**src/rtl/ocd_pkg.sv**
```systemverilog
`timescale 1ns / 1ps
// ----------------------------------------------------------------------------
// ocd_pkg
// Shared types, command codes and helpers of the OLED command decoder.
// ----------------------------------------------------------------------------
package ocd_pkg;

  localparam int COLUMNS_DEFAULT = 128;

  localparam logic [3:0] PAGE_COUNT_RESET = 4'd8;
  localparam logic [8:0] PERIOD_RESET     = 9'd5;

  // Item codes
  localparam logic OP_BYTE = 1'b0;
  localparam logic OP_STOP = 1'b1;

  // Addressing modes (anything else behaves as page mode)
  localparam logic [7:0] MODE_HORIZONTAL = 8'h00;
  localparam logic [7:0] MODE_VERTICAL   = 8'h01;

  // Command codes
  localparam logic [7:0] CMD_COL_LOW_FIRST  = 8'h00;
  localparam logic [7:0] CMD_COL_LOW_LAST   = 8'h0F;
  localparam logic [7:0] CMD_COL_HIGH_FIRST = 8'h10;
  localparam logic [7:0] CMD_COL_HIGH_LAST  = 8'h1F;
  localparam logic [7:0] CMD_ADDR_MODE      = 8'h20;
  localparam logic [7:0] CMD_COL_WINDOW     = 8'h21;
  localparam logic [7:0] CMD_PAGE_WINDOW    = 8'h22;
  localparam logic [7:0] CMD_VSCROLL_AREA   = 8'hA3;
  localparam logic [7:0] CMD_SCROLL_RIGHT   = 8'h26;
  localparam logic [7:0] CMD_SCROLL_LEFT    = 8'h27;
  localparam logic [7:0] CMD_SCROLL_VRIGHT  = 8'h29;
  localparam logic [7:0] CMD_SCROLL_VLEFT   = 8'h2A;
  localparam logic [7:0] CMD_SCROLL_STOP    = 8'h2E;
  localparam logic [7:0] CMD_SCROLL_START   = 8'h2F;
  localparam logic [7:0] CMD_LINE_FIRST     = 8'h40;
  localparam logic [7:0] CMD_LINE_LAST      = 8'h7F;
  localparam logic [7:0] CMD_CONTRAST       = 8'h81;
  localparam logic [7:0] CMD_CHARGE_PUMP    = 8'h8D;
  localparam logic [7:0] CMD_MUX_RATIO      = 8'hA8;
  localparam logic [7:0] CMD_DISP_OFFSET    = 8'hD3;
  localparam logic [7:0] CMD_CLOCK_DIV      = 8'hD5;
  localparam logic [7:0] CMD_PRECHARGE      = 8'hD9;
  localparam logic [7:0] CMD_COM_PINS       = 8'hDA;
  localparam logic [7:0] CMD_VCOM_LEVEL     = 8'hDB;
  localparam logic [7:0] CMD_FOLLOW_RAM     = 8'hA4;
  localparam logic [7:0] CMD_ALL_ON         = 8'hA5;
  localparam logic [7:0] CMD_NORMAL         = 8'hA6;
  localparam logic [7:0] CMD_INVERT         = 8'hA7;
  localparam logic [7:0] CMD_DISPLAY_OFF    = 8'hAE;
  localparam logic [7:0] CMD_DISPLAY_ON     = 8'hAF;
  localparam logic [7:0] CMD_PAGE_FIRST     = 8'hB0;
  localparam logic [7:0] CMD_PAGE_LAST      = 8'hB7;

  // Argument counts
  localparam logic [2:0] ARGS_ONE       = 3'd1;
  localparam logic [2:0] ARGS_WINDOW    = 3'd2;
  localparam logic [2:0] ARGS_HSCROLL   = 3'd6;
  localparam logic [2:0] ARGS_VSCROLL   = 3'd5;
  // Remaining count at which the interval argument arrives
  localparam logic [2:0] AT_HSCROLL_IVL = 3'd4;
  localparam logic [2:0] AT_VSCROLL_IVL = 3'd3;

  typedef struct packed {
    logic       opcode;
    logic [7:0] byte_value;
  } req_t;

  typedef struct packed {
    logic       ram_write;
    logic [6:0] write_column;
    logic [2:0] write_page;
    logic [7:0] write_data;
    logic       display_on;
    logic       display_full;
    logic       display_inverted;
    logic [5:0] start_line;
    logic       scroll_active;
    logic       scroll_right;
    logic       scroll_vertical;
    logic [8:0] scroll_interval;
  } rsp_t;

  // Highest page index for a page count, count clamped to 2..8
  function automatic logic [2:0] last_page(input logic [3:0] count);
    logic [2:0] r;
    if (count < 4'd2) begin
      r = 3'd1;
    end else if (count > 4'd8) begin
      r = 3'd7;
    end else begin
      r = 3'(count - 4'd1);
    end
    return r;
  endfunction

  // Frames between scroll steps
  function automatic logic [8:0] scroll_frames(input logic [2:0] code);
    logic [8:0] r;
    case (code)
      3'd0:    r = 9'd5;
      3'd1:    r = 9'd64;
      3'd2:    r = 9'd128;
      3'd3:    r = 9'd256;
      3'd4:    r = 9'd3;
      3'd5:    r = 9'd4;
      3'd6:    r = 9'd25;
      default: r = 9'd2;
    endcase
    return r;
  endfunction

endpackage

```
**src/rtl/ocd_ctrl.sv**
```systemverilog
`timescale 1ns / 1ps
// ----------------------------------------------------------------------------
// ocd_ctrl
// Mode tracking, command decode and pointer update for one bus byte.
// ----------------------------------------------------------------------------
module ocd_ctrl #(
  parameter int COLUMNS = ocd_pkg::COLUMNS_DEFAULT
) (
  input  logic          clk,
  input  logic          rst,
  input  logic          fire,
  input  ocd_pkg::req_t item,
  input  logic [3:0]    page_count,
  output ocd_pkg::rsp_t result
);

  localparam logic [6:0] ColLast = 7'(COLUMNS - 1);

  logic       cmd_mode, cmd_mode_next;
  logic       data_mode, data_mode_next;
  logic       cont, cont_next;
  logic [2:0] pending, pending_next;
  logic [7:0] last_cmd, last_cmd_next;
  logic [7:0] addr_mode, addr_mode_next;
  logic [6:0] col_ptr, col_ptr_next;
  logic [2:0] page_ptr, page_ptr_next;
  logic [6:0] col_start, col_start_next;
  logic [6:0] col_end, col_end_next;
  logic [2:0] page_start, page_start_next;
  logic [2:0] page_end, page_end_next;
  logic [8:0] period, period_next;
  logic [5:0] line_start, line_start_next;
  logic       flag_on, flag_on_next;
  logic       flag_full, flag_full_next;
  logic       flag_invert, flag_invert_next;
  logic       flag_scroll, flag_scroll_next;
  logic       flag_right, flag_right_next;
  logic       flag_vert, flag_vert_next;

  logic [7:0] b;
  logic       wr;
  logic [7:0] col_adv;
  logic [3:0] page_adv;
  logic [2:0] page_lim;

  assign b        = item.byte_value;
  assign page_lim = ocd_pkg::last_page(page_count);

  // Pointer step after a display write
  always_comb begin
    col_adv  = {1'b0, col_ptr};
    page_adv = {1'b0, page_ptr};
    if (addr_mode == ocd_pkg::MODE_VERTICAL) begin
      page_adv = page_adv + 4'd1;
      if (page_adv > {1'b0, page_end}) begin
        page_adv = {1'b0, page_start};
        col_adv  = col_adv + 8'd1;
      end
      if (col_adv > {1'b0, col_end}) begin
        col_adv = {1'b0, col_start};
      end
    end else begin
      col_adv = col_adv + 8'd1;
      if (col_adv > {1'b0, col_end}) begin
        col_adv = {1'b0, col_start};
        if (addr_mode == ocd_pkg::MODE_HORIZONTAL) begin
          page_adv = page_adv + 4'd1;
        end
      end
      if (addr_mode == ocd_pkg::MODE_HORIZONTAL && page_adv > {1'b0, page_end}) begin
        page_adv = {1'b0, page_start};
      end
    end
  end

  always_comb begin
    cmd_mode_next    = cmd_mode;
    data_mode_next   = data_mode;
    cont_next        = cont;
    pending_next     = pending;
    last_cmd_next    = last_cmd;
    addr_mode_next   = addr_mode;
    col_ptr_next     = col_ptr;
    page_ptr_next    = page_ptr;
    col_start_next   = col_start;
    col_end_next     = col_end;
    page_start_next  = page_start;
    page_end_next    = page_end;
    period_next      = period;
    line_start_next  = line_start;
    flag_on_next     = flag_on;
    flag_full_next   = flag_full;
    flag_invert_next = flag_invert;
    flag_scroll_next = flag_scroll;
    flag_right_next  = flag_right;
    flag_vert_next   = flag_vert;
    wr               = 1'b0;

    if (item.opcode == ocd_pkg::OP_STOP) begin
      cmd_mode_next  = 1'b0;
      data_mode_next = 1'b0;
      cont_next      = 1'b0;
    end else if (!cmd_mode && !data_mode) begin
      // Control byte; anything else out of mode is dropped
      if (b[5:0] == 6'd0) begin
        cont_next = ~b[7];
        if (b[6:0] == 7'd0) begin
          cmd_mode_next = 1'b1;
        end else begin
          data_mode_next = 1'b1;
        end
      end
    end else begin
      if (cmd_mode) begin
        if (pending != 3'd0) begin
          // Argument byte of the last command
          case (last_cmd) inside
            ocd_pkg::CMD_ADDR_MODE: begin
              addr_mode_next = b;
            end
            ocd_pkg::CMD_COL_WINDOW: begin
              if (pending == ocd_pkg::ARGS_WINDOW) begin
                col_start_next = b[6:0];
              end else begin
                col_end_next = b[6:0];
              end
            end
            ocd_pkg::CMD_PAGE_WINDOW: begin
              if (pending == ocd_pkg::ARGS_WINDOW) begin
                page_start_next = b[2:0];
              end else begin
                page_end_next = (b[2:0] > page_lim) ? page_lim : b[2:0];
              end
            end
            ocd_pkg::CMD_SCROLL_RIGHT, ocd_pkg::CMD_SCROLL_LEFT: begin
              flag_vert_next  = 1'b0;
              flag_right_next = (last_cmd == ocd_pkg::CMD_SCROLL_RIGHT);
              if (pending == ocd_pkg::AT_HSCROLL_IVL) begin
                period_next = ocd_pkg::scroll_frames(b[2:0]);
              end
            end
            ocd_pkg::CMD_SCROLL_VRIGHT, ocd_pkg::CMD_SCROLL_VLEFT: begin
              flag_vert_next  = 1'b1;
              flag_right_next = (last_cmd == ocd_pkg::CMD_SCROLL_VRIGHT);
              if (pending == ocd_pkg::AT_VSCROLL_IVL) begin
                period_next = ocd_pkg::scroll_frames(b[2:0]);
              end
            end
            default: begin
            end
          endcase
          pending_next = pending - 3'd1;
        end else begin
          last_cmd_next = b;
          case (b) inside
            [ocd_pkg::CMD_COL_LOW_FIRST:ocd_pkg::CMD_COL_LOW_LAST]: begin
              col_ptr_next = {col_ptr[6:4], b[3:0]};
            end
            [ocd_pkg::CMD_COL_HIGH_FIRST:ocd_pkg::CMD_COL_HIGH_LAST]: begin
              col_ptr_next = {b[2:0], col_ptr[3:0]};
            end
            ocd_pkg::CMD_ADDR_MODE: begin
              pending_next = ocd_pkg::ARGS_ONE;
            end
            ocd_pkg::CMD_COL_WINDOW, ocd_pkg::CMD_PAGE_WINDOW,
            ocd_pkg::CMD_VSCROLL_AREA: begin
              pending_next = ocd_pkg::ARGS_WINDOW;
            end
            ocd_pkg::CMD_SCROLL_RIGHT, ocd_pkg::CMD_SCROLL_LEFT: begin
              pending_next = ocd_pkg::ARGS_HSCROLL;
            end
            ocd_pkg::CMD_SCROLL_VRIGHT, ocd_pkg::CMD_SCROLL_VLEFT: begin
              pending_next = ocd_pkg::ARGS_VSCROLL;
            end
            ocd_pkg::CMD_SCROLL_STOP: begin
              flag_scroll_next = 1'b0;
            end
            ocd_pkg::CMD_SCROLL_START: begin
              flag_scroll_next = 1'b1;
            end
            [ocd_pkg::CMD_LINE_FIRST:ocd_pkg::CMD_LINE_LAST]: begin
              line_start_next = b[5:0];
            end
            ocd_pkg::CMD_CONTRAST, ocd_pkg::CMD_CHARGE_PUMP, ocd_pkg::CMD_MUX_RATIO,
            ocd_pkg::CMD_DISP_OFFSET, ocd_pkg::CMD_CLOCK_DIV, ocd_pkg::CMD_PRECHARGE,
            ocd_pkg::CMD_COM_PINS, ocd_pkg::CMD_VCOM_LEVEL: begin
              pending_next = ocd_pkg::ARGS_ONE;
            end
            ocd_pkg::CMD_FOLLOW_RAM: begin
              flag_full_next = 1'b0;
            end
            ocd_pkg::CMD_ALL_ON: begin
              flag_full_next = 1'b1;
            end
            ocd_pkg::CMD_NORMAL: begin
              flag_invert_next = 1'b0;
            end
            ocd_pkg::CMD_INVERT: begin
              flag_invert_next = 1'b1;
            end
            ocd_pkg::CMD_DISPLAY_OFF: begin
              // Back to power-up settings, but the page window end follows page_count; modes and addressing mode stay
              col_ptr_next     = 7'd0;
              page_ptr_next    = 3'd0;
              col_start_next   = 7'd0;
              col_end_next     = ColLast;
              page_start_next  = 3'd0;
              page_end_next    = page_lim;
              period_next      = ocd_pkg::PERIOD_RESET;
              line_start_next  = 6'd0;
              pending_next     = 3'd0;
              flag_on_next     = 1'b0;
              flag_full_next   = 1'b0;
              flag_invert_next = 1'b0;
              flag_scroll_next = 1'b0;
              flag_right_next  = 1'b0;
              flag_vert_next   = 1'b0;
            end
            ocd_pkg::CMD_DISPLAY_ON: begin
              flag_on_next = 1'b1;
            end
            [ocd_pkg::CMD_PAGE_FIRST:ocd_pkg::CMD_PAGE_LAST]: begin
              page_ptr_next = b[2:0];
            end
            default: begin
            end
          endcase
        end
      end else begin
        wr            = 1'b1;
        col_ptr_next  = col_adv[6:0];
        page_ptr_next = page_adv[2:0];
      end
      if (!cont) begin
        cmd_mode_next  = 1'b0;
        data_mode_next = 1'b0;
      end
    end
  end

  always_comb begin
    result.ram_write        = wr;
    result.write_column     = wr ? col_ptr : 7'd0;
    result.write_page       = wr ? page_ptr : 3'd0;
    result.write_data       = wr ? b : 8'd0;
    result.display_on       = flag_on_next;
    result.display_full     = flag_full_next;
    result.display_inverted = flag_invert_next;
    result.start_line       = line_start_next;
    result.scroll_active    = flag_scroll_next;
    result.scroll_right     = flag_right_next;
    result.scroll_vertical  = flag_vert_next;
    result.scroll_interval  = period_next;
  end

  always_ff @(posedge clk) begin
    if (rst) begin
      cmd_mode    <= 1'b0;
      data_mode   <= 1'b0;
      cont        <= 1'b0;
      pending     <= 3'd0;
      last_cmd    <= 8'd0;
      addr_mode   <= ocd_pkg::MODE_HORIZONTAL;
      col_ptr     <= 7'd0;
      page_ptr    <= 3'd0;
      col_start   <= 7'd0;
      col_end     <= ColLast;
      page_start  <= 3'd0;
      page_end    <= ocd_pkg::last_page(ocd_pkg::PAGE_COUNT_RESET);
      period      <= ocd_pkg::PERIOD_RESET;
      line_start  <= 6'd0;
      flag_on     <= 1'b0;
      flag_full   <= 1'b0;
      flag_invert <= 1'b0;
      flag_scroll <= 1'b0;
      flag_right  <= 1'b0;
      flag_vert   <= 1'b0;
    end else if (fire) begin
      cmd_mode    <= cmd_mode_next;
      data_mode   <= data_mode_next;
      cont        <= cont_next;
      pending     <= pending_next;
      last_cmd    <= last_cmd_next;
      addr_mode   <= addr_mode_next;
      col_ptr     <= col_ptr_next;
      page_ptr    <= page_ptr_next;
      col_start   <= col_start_next;
      col_end     <= col_end_next;
      page_start  <= page_start_next;
      page_end    <= page_end_next;
      period      <= period_next;
      line_start  <= line_start_next;
      flag_on     <= flag_on_next;
      flag_full   <= flag_full_next;
      flag_invert <= flag_invert_next;
      flag_scroll <= flag_scroll_next;
      flag_right  <= flag_right_next;
      flag_vert   <= flag_vert_next;
    end
  end

endmodule

```
**src/rtl/oled_command_decoder.sv**
```systemverilog
`timescale 1ns / 1ps
// ----------------------------------------------------------------------------
// oled_command_decoder
// Decodes bus bytes and stop events into display memory writes and settings.
// ----------------------------------------------------------------------------
// One transfer on req gives exactly one transfer on rsp. A byte is held in an
// input register, decoded combinationally against the decoder state and
// landed in the response register, so a new byte is taken every cycle while
// rsp keeps draining; rsp_valid rises once the byte has passed the input
// register and the response register, later only while rsp stalls.
// The user must write the page_count register through cfg only while the
// block is idle; the block does not enforce this. It is used by the page
// window and display-off commands; after reset the window end is always 7.
module oled_command_decoder #(
  parameter int COLUMNS = ocd_pkg::COLUMNS_DEFAULT
) (
  input  logic          clk,
  input  logic          rst,
  input  logic          req_valid,
  output logic          req_ready,
  input  ocd_pkg::req_t req,
  output logic          rsp_valid,
  input  logic          rsp_ready,
  output ocd_pkg::rsp_t rsp,
  input  logic          cfg_valid,
  output logic          cfg_ready,
  input  logic [3:0]    cfg_data
);

  logic          hold_valid;
  ocd_pkg::req_t hold;
  logic          take;
  logic [3:0]    page_count;
  ocd_pkg::rsp_t result;

  // Advance the held byte whenever the response slot is free or draining
  assign take      = hold_valid && (!rsp_valid || rsp_ready);
  assign req_ready = !hold_valid || take;
  assign cfg_ready = 1'b1;

  always_ff @(posedge clk) begin
    if (rst) begin
      hold_valid <= 1'b0;
    end else if (req_valid && req_ready) begin
      hold_valid <= 1'b1;
    end else if (take) begin
      hold_valid <= 1'b0;
    end
  end

  always_ff @(posedge clk) begin
    if (req_valid && req_ready) begin
      hold <= req;
    end
  end

  always_ff @(posedge clk) begin
    if (rst) begin
      page_count <= ocd_pkg::PAGE_COUNT_RESET;
    end else if (cfg_valid && cfg_ready) begin
      page_count <= cfg_data;
    end
  end

  ocd_ctrl #(
    .COLUMNS(COLUMNS)
  ) u_ctrl (
    .clk        (clk),
    .rst        (rst),
    .fire       (take),
    .item       (hold),
    .page_count (page_count),
    .result     (result)
  );

  always_ff @(posedge clk) begin
    if (rst) begin
      rsp_valid <= 1'b0;
    end else if (take) begin
      rsp_valid <= 1'b1;
    end else if (rsp_ready) begin
      rsp_valid <= 1'b0;
    end
  end

  always_ff @(posedge clk) begin
    if (take) begin
      rsp <= result;
    end
  end

endmodule
```
**config.mk**
```make
export PLATFORM = sky130hd
export DESIGN_NAME = oled_command_decoder
export DESIGN_NICKNAME = d
export VERILOG_FILES = /design/src/rtl/ocd_pkg.sv /design/src/rtl/ocd_ctrl.sv /design/src/rtl/oled_command_decoder.sv
export SDC_FILE = /design/constraint.sdc
export NUM_CORES = 1
export LEC_CHECK = 0
export BUFFER_PORTS_ARGS = -buffer_cell sky130_fd_sc_hd__buf_4
export CAP_MARGIN = 10
export CORE_UTILIZATION = 55
export DETAILED_ROUTE_END_ITERATION = 16
export GPL_TIMING_DRIVEN = 0
export HOLD_SLACK_MARGIN = 0.05
export PLACE_DENSITY = 0.73
export SYNTH_ARGS = -nofsm -noshare
export SYNTH_HDL_FRONTEND = slang
export SYNTH_SLANG_ARGS = --single-unit
export TNS_END_PERCENT = 5
```
**constraint.sdc**
```tcl
create_clock -name clk -period 4.1 [get_ports clk]
set_clock_uncertainty 0.1 [all_clocks]
set_input_delay 0.82 -clock clk [delete_from_list [all_inputs] [get_ports clk]]
set_output_delay 0.82 -clock clk [all_outputs]
set_load 0.03 [all_outputs]
```
==> results of run 1 <==
-- power by group --
group,switching (mW),leakage (nW),internal (mW)
Combinational,0.166,2.11,0.0745
Clock,0.630,0.285,0.914
Sequential,0.0140,1.10,1.34
Total,0.810,3.50,2.33
-- worst min path at each step --
stage	start	to	slack (ps)	cells past startpoint
after floorplan	u_ctrl.period[3]	u_ctrl.period[3]	330	1
after global placement	u_ctrl.flag_full	u_ctrl.flag_full	340	2
after detailed placement	u_ctrl.period[6]	u_ctrl.period[6]	350	1
after CTS	u_ctrl.last_cmd[7]	u_ctrl.last_cmd[7]	370	2
after global routing	u_ctrl.period[4]	u_ctrl.period[4]	380	1
final	u_ctrl.period[6]	u_ctrl.period[6]	370	1
-- per-stage QoR --
step | std cells | TNS [ps] | setup slack, ps | utilization [%] | cell area [sq um]
5_1_grt | 1149 | -13.4 | -9.95 | 69.2 | 9240
2_1_floorplan | 866 | 0 | 31.0 | - | 7590
3_5_place_dp | 1101 | -6530 | -822 | 61.9 | 8270
4_1_cts | 1139 | 0 | 2.34 | 67.6 | 9020
3_3_place_gp | 1100 | -5730 | -721 | 61.8 | 8250
6_report | 1149 | 0 | 64.9 | 69.2 | 9240
-- cell families (layout without fill, tap and decap cells) --
logic type | after synthesis | after routing
compound gates | 230 | 230
simple gates | 341 | 341
fa+ha+maj | 31 | 31
mux | 24 | 24
buf+inv | 95 | 202
xor+xnor | 16 | 16
flops | 128 | 128
other cells | 1 | 1
-- Yosys cell counts, types with 4 or more instances --
master	n	area share (%)
nand2b_1	22	1.8
and3_1	4	0.33
xnor2_1	11	1.3
a22o_1	16	1.8
nor4_1	7	0.58
edfxtp_1	49	19
nor3_1	30	2.0
a221o_1	4	0.53
and4_1	5	0.58
o21ai_1	9	0.59
buf_1	5	0.25
o2bb2ai_1	5	0.58
and2_1	24	2.0
o22ai_1	5	0.41
a311oi_1	5	0.58
a31oi_1	14	1.2
o21ai_0	36	2.4
buf_2	11	0.73
nor4b_1	5	0.58
ha_1	30	4.9
nor2b_1	16	1.3
nor2_1	78	3.9
inv_1	37	1.8
a211o_1	4	0.46
mux2i_1	22	2.9
clkbuf_1	35	1.7
o31ai_1	6	0.59
xor2_1	5	0.58
nand3_1	39	2.6
a21oi_1	61	4.0
nand2_1	67	3.3
or2_2	7	0.58
o211ai_1	11	1.1
o21bai_1	4	0.40
a221oi_1	4	0.46
o2111ai_1	4	0.46
dfxtp_1	79	21
nand4_1	10	0.82
-- critical path, stage by stage, from the launching register on --
cell      delay [ps]
dfxtp_4          360
ha_4             170
nor2b_4          120
or2_4            260
ha_4             280
nand3b_1         130
a21oi_4          250
buf_8            170
o21bai_4          80
xnor2_2          160
ha_1             340
a2111o_1         420
o211ai_1         180
buf_4            160
o211ai_1         120
buf_4            200
a221o_1          310
a31oi_1          160
-- per-layer routing --
| metal | vias to the layer above | part of all wire (%) | GRT usage, % |
|---|---|---|---|
| li1 | 3390 | - | - |
| met1 | 3532 | 43 | 46.1 |
| met2 | 481 | 44 | 50.5 |
| met3 | 72 | 10 | 7.57 |
| met4 | 0 | 2.7 | 14.0 |
| met5 | - | 0 | 0 |
-- state kept, by name, indices dropped and copies added, names as in the netlist, 3 cells and up --
| signal | flops |
|---|---|
| hold | 9 |
| page_count | 4 |
| rsp | 40 |
| u_ctrl.addr_mode | 8 |
| u_ctrl.col_end | 7 |
| u_ctrl.col_ptr | 7 |
| u_ctrl.col_start | 7 |
| u_ctrl.last_cmd | 8 |
| u_ctrl.line_start | 6 |
| u_ctrl.page_end | 3 |
| u_ctrl.page_ptr | 3 |
| u_ctrl.page_start | 3 |
| u_ctrl.pending | 3 |
| u_ctrl.period | 9 |
-- final cells by class --
class	count	area share (%)
buffer	55	2.76
clock buffer	17	4.60
clock inverter	15	1.87
inverter	38	1.54
multi-input combinational	643	47.3
sequential	128	33.2
tap	176	2.38
timing repair buffer	77	6.36
-- repair_timing --
action | 4_1_cts | 5_1_grt
gates resized for setup | 23 | 37
pin swaps | 5 | 19
setup buffers | 8 | 9
endpoints found under the setup margin | 10 | 10
==> impl_summary.log, run 1 <==
INFO  metric main_combinational_cell_family_by_area_after_synthesis = simple AND/OR/NAND/NOR gates
INFO  metric max_freq = 0.248 GHz
INFO  metric power.ir.vdd_worst = 0.272 mV
INFO  metric syn_area = 7590 sq um
INFO  metric drtPass1Iterations = 7
INFO  metric worstHoldPathType = reg2reg
INFO  metric postSynthAreaPerCell = 8.77 sq um
INFO  metric slew_at_the_pin_closest_to_its_max_slew_limit = 800 ps
INFO  metric synthesis.nets = 914
INFO  metric final.hold.worst_slack = 373 ps
INFO  metric syn-instance-count = 866
INFO  metric synth_edf_count = 49
INFO  metric postCtsHoldBufs = 0
INFO  metric num-nets-final = 1008
INFO  metric drt-initial-drc-count = 889
INFO  metric finalPower = 3.14 mW
INFO  metric multi_input_area = 4370 sq um
INFO  metric yosysSeqAreaShare = 40.2%
INFO  metric post-route-period-util = 98.4%
INFO  metric fin_crit = 4040 ps
INFO  metric mostFrequentLayoutCells = 78 x buf_4, 76 x nor2_1, 74 x dfxtp_1
INFO  metric clock_insertion_delay_worst_skew = 430 ps
INFO  metric globalplace.congestion = 1.02
INFO  metric grt_start_max_net_pins = 39
INFO  metric num_antenna_cells = 0
INFO  metric path_clk_slew = 60 ps
INFO  metric worstSetupStartpoint = u_ctrl.page_ptr[0]
INFO  metric ff_to_ff_end = u_ctrl.col_ptr[3]
INFO  metric static_leakage = 3.50 nW
INFO  metric start_kind = flop
INFO  metric synth.distinct_cells = 88
INFO  metric grtUsageTotal = 33.5%
INFO  metric detailedPlacementHpwl = 16.8 mm
INFO  metric setup_viol = 0
INFO  metric antenna_violating_nets_post_route = 0
INFO  metric cts_tree = built
INFO  metric die_h = 119 um
INFO  metric cts_max_path_buffers = 2
INFO  metric synth_compound_gate_area_share = 20.8%
INFO  metric drive_gt1_share = 19.1%
INFO  metric timing.final.hold_violations = 0
INFO  metric grt_pass1_vias = 6785
INFO  metric relative_slew_margins = 46.7%
INFO  metric grt_setup_unrepaired = yes
INFO  metric worst_setup_path_endpoint = u_ctrl.col_ptr[3]
INFO  metric power_density_over_cell_area = 340 nW/um^2
INFO  metric cp_max_fo = 6
INFO  metric start_util = 56.9%
INFO  metric status = complete, no violations
INFO  metric grt_pass1_wl = 36.4 mm
INFO  metric synth-seq-cells = 128
INFO  metric synth.yosys.warnings = 0
INFO  metric route.detailed.wl_per_inst = 20.6 um
INFO  metric synth_simple_gate_area_share = 23.8%
INFO  metric grt-ovfl-total = 0
INFO  metric clock_tree.htree_level_count = 4
INFO  metric number_of_buffers_inserted_during_clock_tree_synthesis = 17
INFO  metric n_fill_cell = 1081
INFO  metric number_of_i_o_pins = 61
INFO  metric routed_wl = 23.6 mm
INFO  metric arrival = 4290 ps
INFO  metric die_w = 119 um
INFO  metric rows = 42
INFO  metric max-cap-violations = 0
INFO  metric worst_reg2reg_path_depth = 17
INFO  metric port-buffer-count = 58
INFO  metric overall_die_area = 14300 sq um
INFO  metric clock_sinks = 128
INFO  metric fp.coreArea = 13300 sq um
INFO  metric worst_setup_path_end_kind = flop
INFO  metric yosys.area_share.xor_xnor = 1.85%
INFO  metric root_buffer = clkbuf_16
INFO  metric yosys-mux-area-fraction = 3.20%
INFO  metric area_growth = 21.7%
INFO  metric vias_per_cell = 6.51
INFO  metric async_flop_share = 0%
INFO  metric via_count = 7475
INFO  metric maxSlewViolCount = 0
INFO  metric adder_and_majority_gate_portion_of_the_synthesized_area = 5.08%
INFO  metric final-seq-area = 3070 sq um
INFO  metric antenna_found_initial = 0
INFO  metric remaining_drc_errors = 0
INFO  metric critical_path_required = 4350 ps
INFO  metric worst_r2r_startpoint = u_ctrl.page_ptr[0]
INFO  metric worstSetupPathType = reg2reg
INFO  metric regToRegSetupSlack = 60 ps
INFO  metric synth_flop_cell = dfxtp_1
INFO  metric mostFrequentLayoutCell = buf_4
Note: power is estimated with default switching activity, not from simulation.
==> run 2, diff against run 1 <==
==> constraint.sdc (replaced) <==
create_clock -name clk -period 4.1 [get_ports clk]
set_clock_uncertainty 0.1 [all_clocks]
set_input_delay 0.205 -clock clk [delete_from_list [all_inputs] [get_ports clk]]
set_output_delay 0.205 -clock clk [all_outputs]
set_load 0.03 [all_outputs]
==> run 2 against run 1 <==
Effect of this change:
- setup slack improved by 0.75 ps
- final cell count increased by 1.3%
- total power increased by 0.50%
- register-to-register slack about the same
- non-clock buffer count increased by 15
- die area unchanged
- largest power group unchanged
- clock-buffer cell count unchanged
- sequential share of layout area decreased by 0.53 points
- cell area increased by 1.6%
- critical path type unchanged
- global-route usage increased by 0.18 points
- routed wire length increased by 0.88%
==> impl_summary.log, run 2 (synthesized netlist as in run 1, its figures left out) <==
INFO  metric antenna_found_initial = 0
INFO  metric timing.final.hold_violations = 0
INFO  metric mostFrequentLayoutCell = buf_4
INFO  metric mostFrequentLayoutCells = 78 x buf_4, 76 x nor2_1, 74 x dfxtp_1
INFO  metric largest_register_ff_count = 40
INFO  metric drive_gt1_share = 18.8%
INFO  metric remaining_drc_errors = 0
INFO  metric cpMaxStageDelayCell = a2111o_1
INFO  metric start_kind = flop
INFO  metric fin_util = 70.4%
INFO  metric vias_per_cell = 6.48
INFO  metric die_h = 119 um
INFO  metric grt-ovfl-total = 0
INFO  metric clock_tree.htree_level_count = 4
INFO  metric worst_setup_path_end_kind = flop
INFO  metric dpl_worst_slack = -822 ps
INFO  metric critical_path_required = 4360 ps
INFO  metric number_of_buffers_inserted_during_clock_tree_synthesis = 17
INFO  metric cp_max_fo = 6
INFO  metric maxSlewViolCount = 0
INFO  metric biggest_regs = rsp: 40 flops, hold: 9 flops, u_ctrl.period: 9 flops
INFO  metric fin_crit = 4030 ps
INFO  metric grt_pass1_vias = 6853
INFO  metric overall_die_area = 14300 sq um
INFO  metric worstSetupStartpoint = u_ctrl.page_ptr[0]
INFO  metric worstHoldPathType = in2reg
INFO  metric total_placed_instance_area = 8270 sq um
INFO  metric antenna_violating_nets_post_route = 0
INFO  metric place.detailed.instances = 1101
INFO  metric max_freq = 0.248 GHz
INFO  metric post-route-period-util = 98.4%
INFO  metric fp.coreArea = 13300 sq um
INFO  metric die_w = 119 um
INFO  metric cts_max_path_buffers = 2
INFO  metric max-cap-violations = 0
INFO  metric post-route-worst-setup-slack = 65.6 ps
INFO  metric relative_slew_margins = 46.1%
INFO  metric number_of_i_o_pins = 61
INFO  metric tns = 0 ps
INFO  metric grt_pass1_wl = 36.6 mm
INFO  metric slew_at_the_pin_closest_to_its_max_slew_limit = 808 ps
INFO  metric clock_insertion_delay_worst_skew = 430 ps
INFO  metric grt_setup_unrepaired = yes
INFO  metric route.detailed.wl_per_inst = 20.5 um
INFO  metric area_growth = 23.7%
INFO  metric arrival = 4290 ps
INFO  metric globalplace.congestion = 1.02
INFO  metric detailedPlacementHpwl = 16.8 mm
INFO  metric power_density_over_cell_area = 336 nW/um^2
INFO  metric final.hold.worst_slack = 54.0 ps
INFO  metric power.ir.vdd_worst = 0.273 mV
INFO  metric top_reg_by_flops = rsp
INFO  metric static_leakage = 3.56 nW
INFO  metric num_antenna_cells = 0
INFO  metric rows = 42
INFO  metric grtUsageTotal = 33.6%
INFO  metric status = complete, no violations
INFO  metric start_util = 56.9%
INFO  metric drt-initial-drc-count = 1013
INFO  metric num-nets-final = 1023
INFO  metric setup_viol = 0
INFO  metric path_clk_slew = 60 ps
INFO  metric postLayoutCellArea = 9390 sq um
INFO  metric post_layout_nonfiller_instances = 1164
INFO  metric n_fill_cell = 1063
INFO  metric clock_sinks = 128
INFO  metric via_count = 7542
INFO  metric finalPower = 3.15 mW
INFO  metric grt_start_max_net_pins = 39
INFO  metric port-buffer-count = 58
INFO  metric worst_r2r_startpoint = u_ctrl.page_ptr[0]
INFO  metric routed_wl = 23.8 mm
INFO  metric cts_tree = built
INFO  metric timing.critical_path.slowest_cell_delay = 420 ps
INFO  metric drtPass1Iterations = 6
INFO  metric worstSetupPathType = reg2reg
INFO  metric hold_sp = cfg_valid
INFO  metric worstPathCellList = ha_4, nor2b_4, or2_4, ha_4, nand3b_1, a21oi_4, buf_8, o21bai_4, xnor2_2, ha_1, a2111o_1, o211ai_1, buf_4, o211ai_1, buf_4, a221o_1, a31oi_1
INFO  metric root_buffer = clkbuf_16
## run 2: cell type report
type,count,area (sq um),area share [%]
clock buffer,17,425,4.53
buffer,55,255,2.72
multi-input combinational,643,4370,46.5
clock inverter,15,173,1.84
inverter,38,143,1.52
timing repair buffer,92,738,7.86
tap,176,220,2.35
sequential,128,3070,32.7
## run 2: power by group
| part | total (mW) | switching (mW) | leakage (nW) | internal (mW) |
|---|---|---|---|---|
| logic | 0.252 | 0.169 | 2.17 | 0.0837 |
| registers | 1.35 | 0.0140 | 1.10 | 1.34 |
| clock network | 1.55 | 0.634 | 0.285 | 0.914 |
| total | 3.15 | 0.817 | 3.56 | 2.34 |
## run 2: critical path: cells and delay by family, from the launching register on
family	cells	cell delay, ps
buffers and inverters	3	520
XOR/XNOR	1	160
AO/OA/AOI/OAI	7	1520
flip-flops	1	360
adder cells (fa/ha/maj)	3	780
AND/OR/NAND/NOR	3	510
## run 2: worst paths after layout
| check | endpoint | slack, ps | cells past startpoint |
|---|---|---|---|
| max | u_ctrl.col_ptr[3] | 70 | 17 |
| min | page_count[3] | 50 | 3 |
| max reg2reg | u_ctrl.col_ptr[3] | 70 | 17 |
| min reg2reg | u_ctrl.period[4] | 370 | 1 |
## run 2: routing by layer
layer  global-route usage, %  up-vias  part of all wire [%]
met3                    7.57       68                    10
met4                    14.0        0                   2.9
met1                    46.2     3574                    42
li1                        -     3416                     -
met5                       0        -                     0
met2                    51.0      484                    45
## run 2: timing repair
item | in CTS | in global routing
hold endpoints to repair | 15 | 0
setup endpoints to repair | 10 | 10
pin swaps | 5 | 19
setup buffers | 8 | 9
resized for setup | 23 | 37
hold buffers | 15 | 0
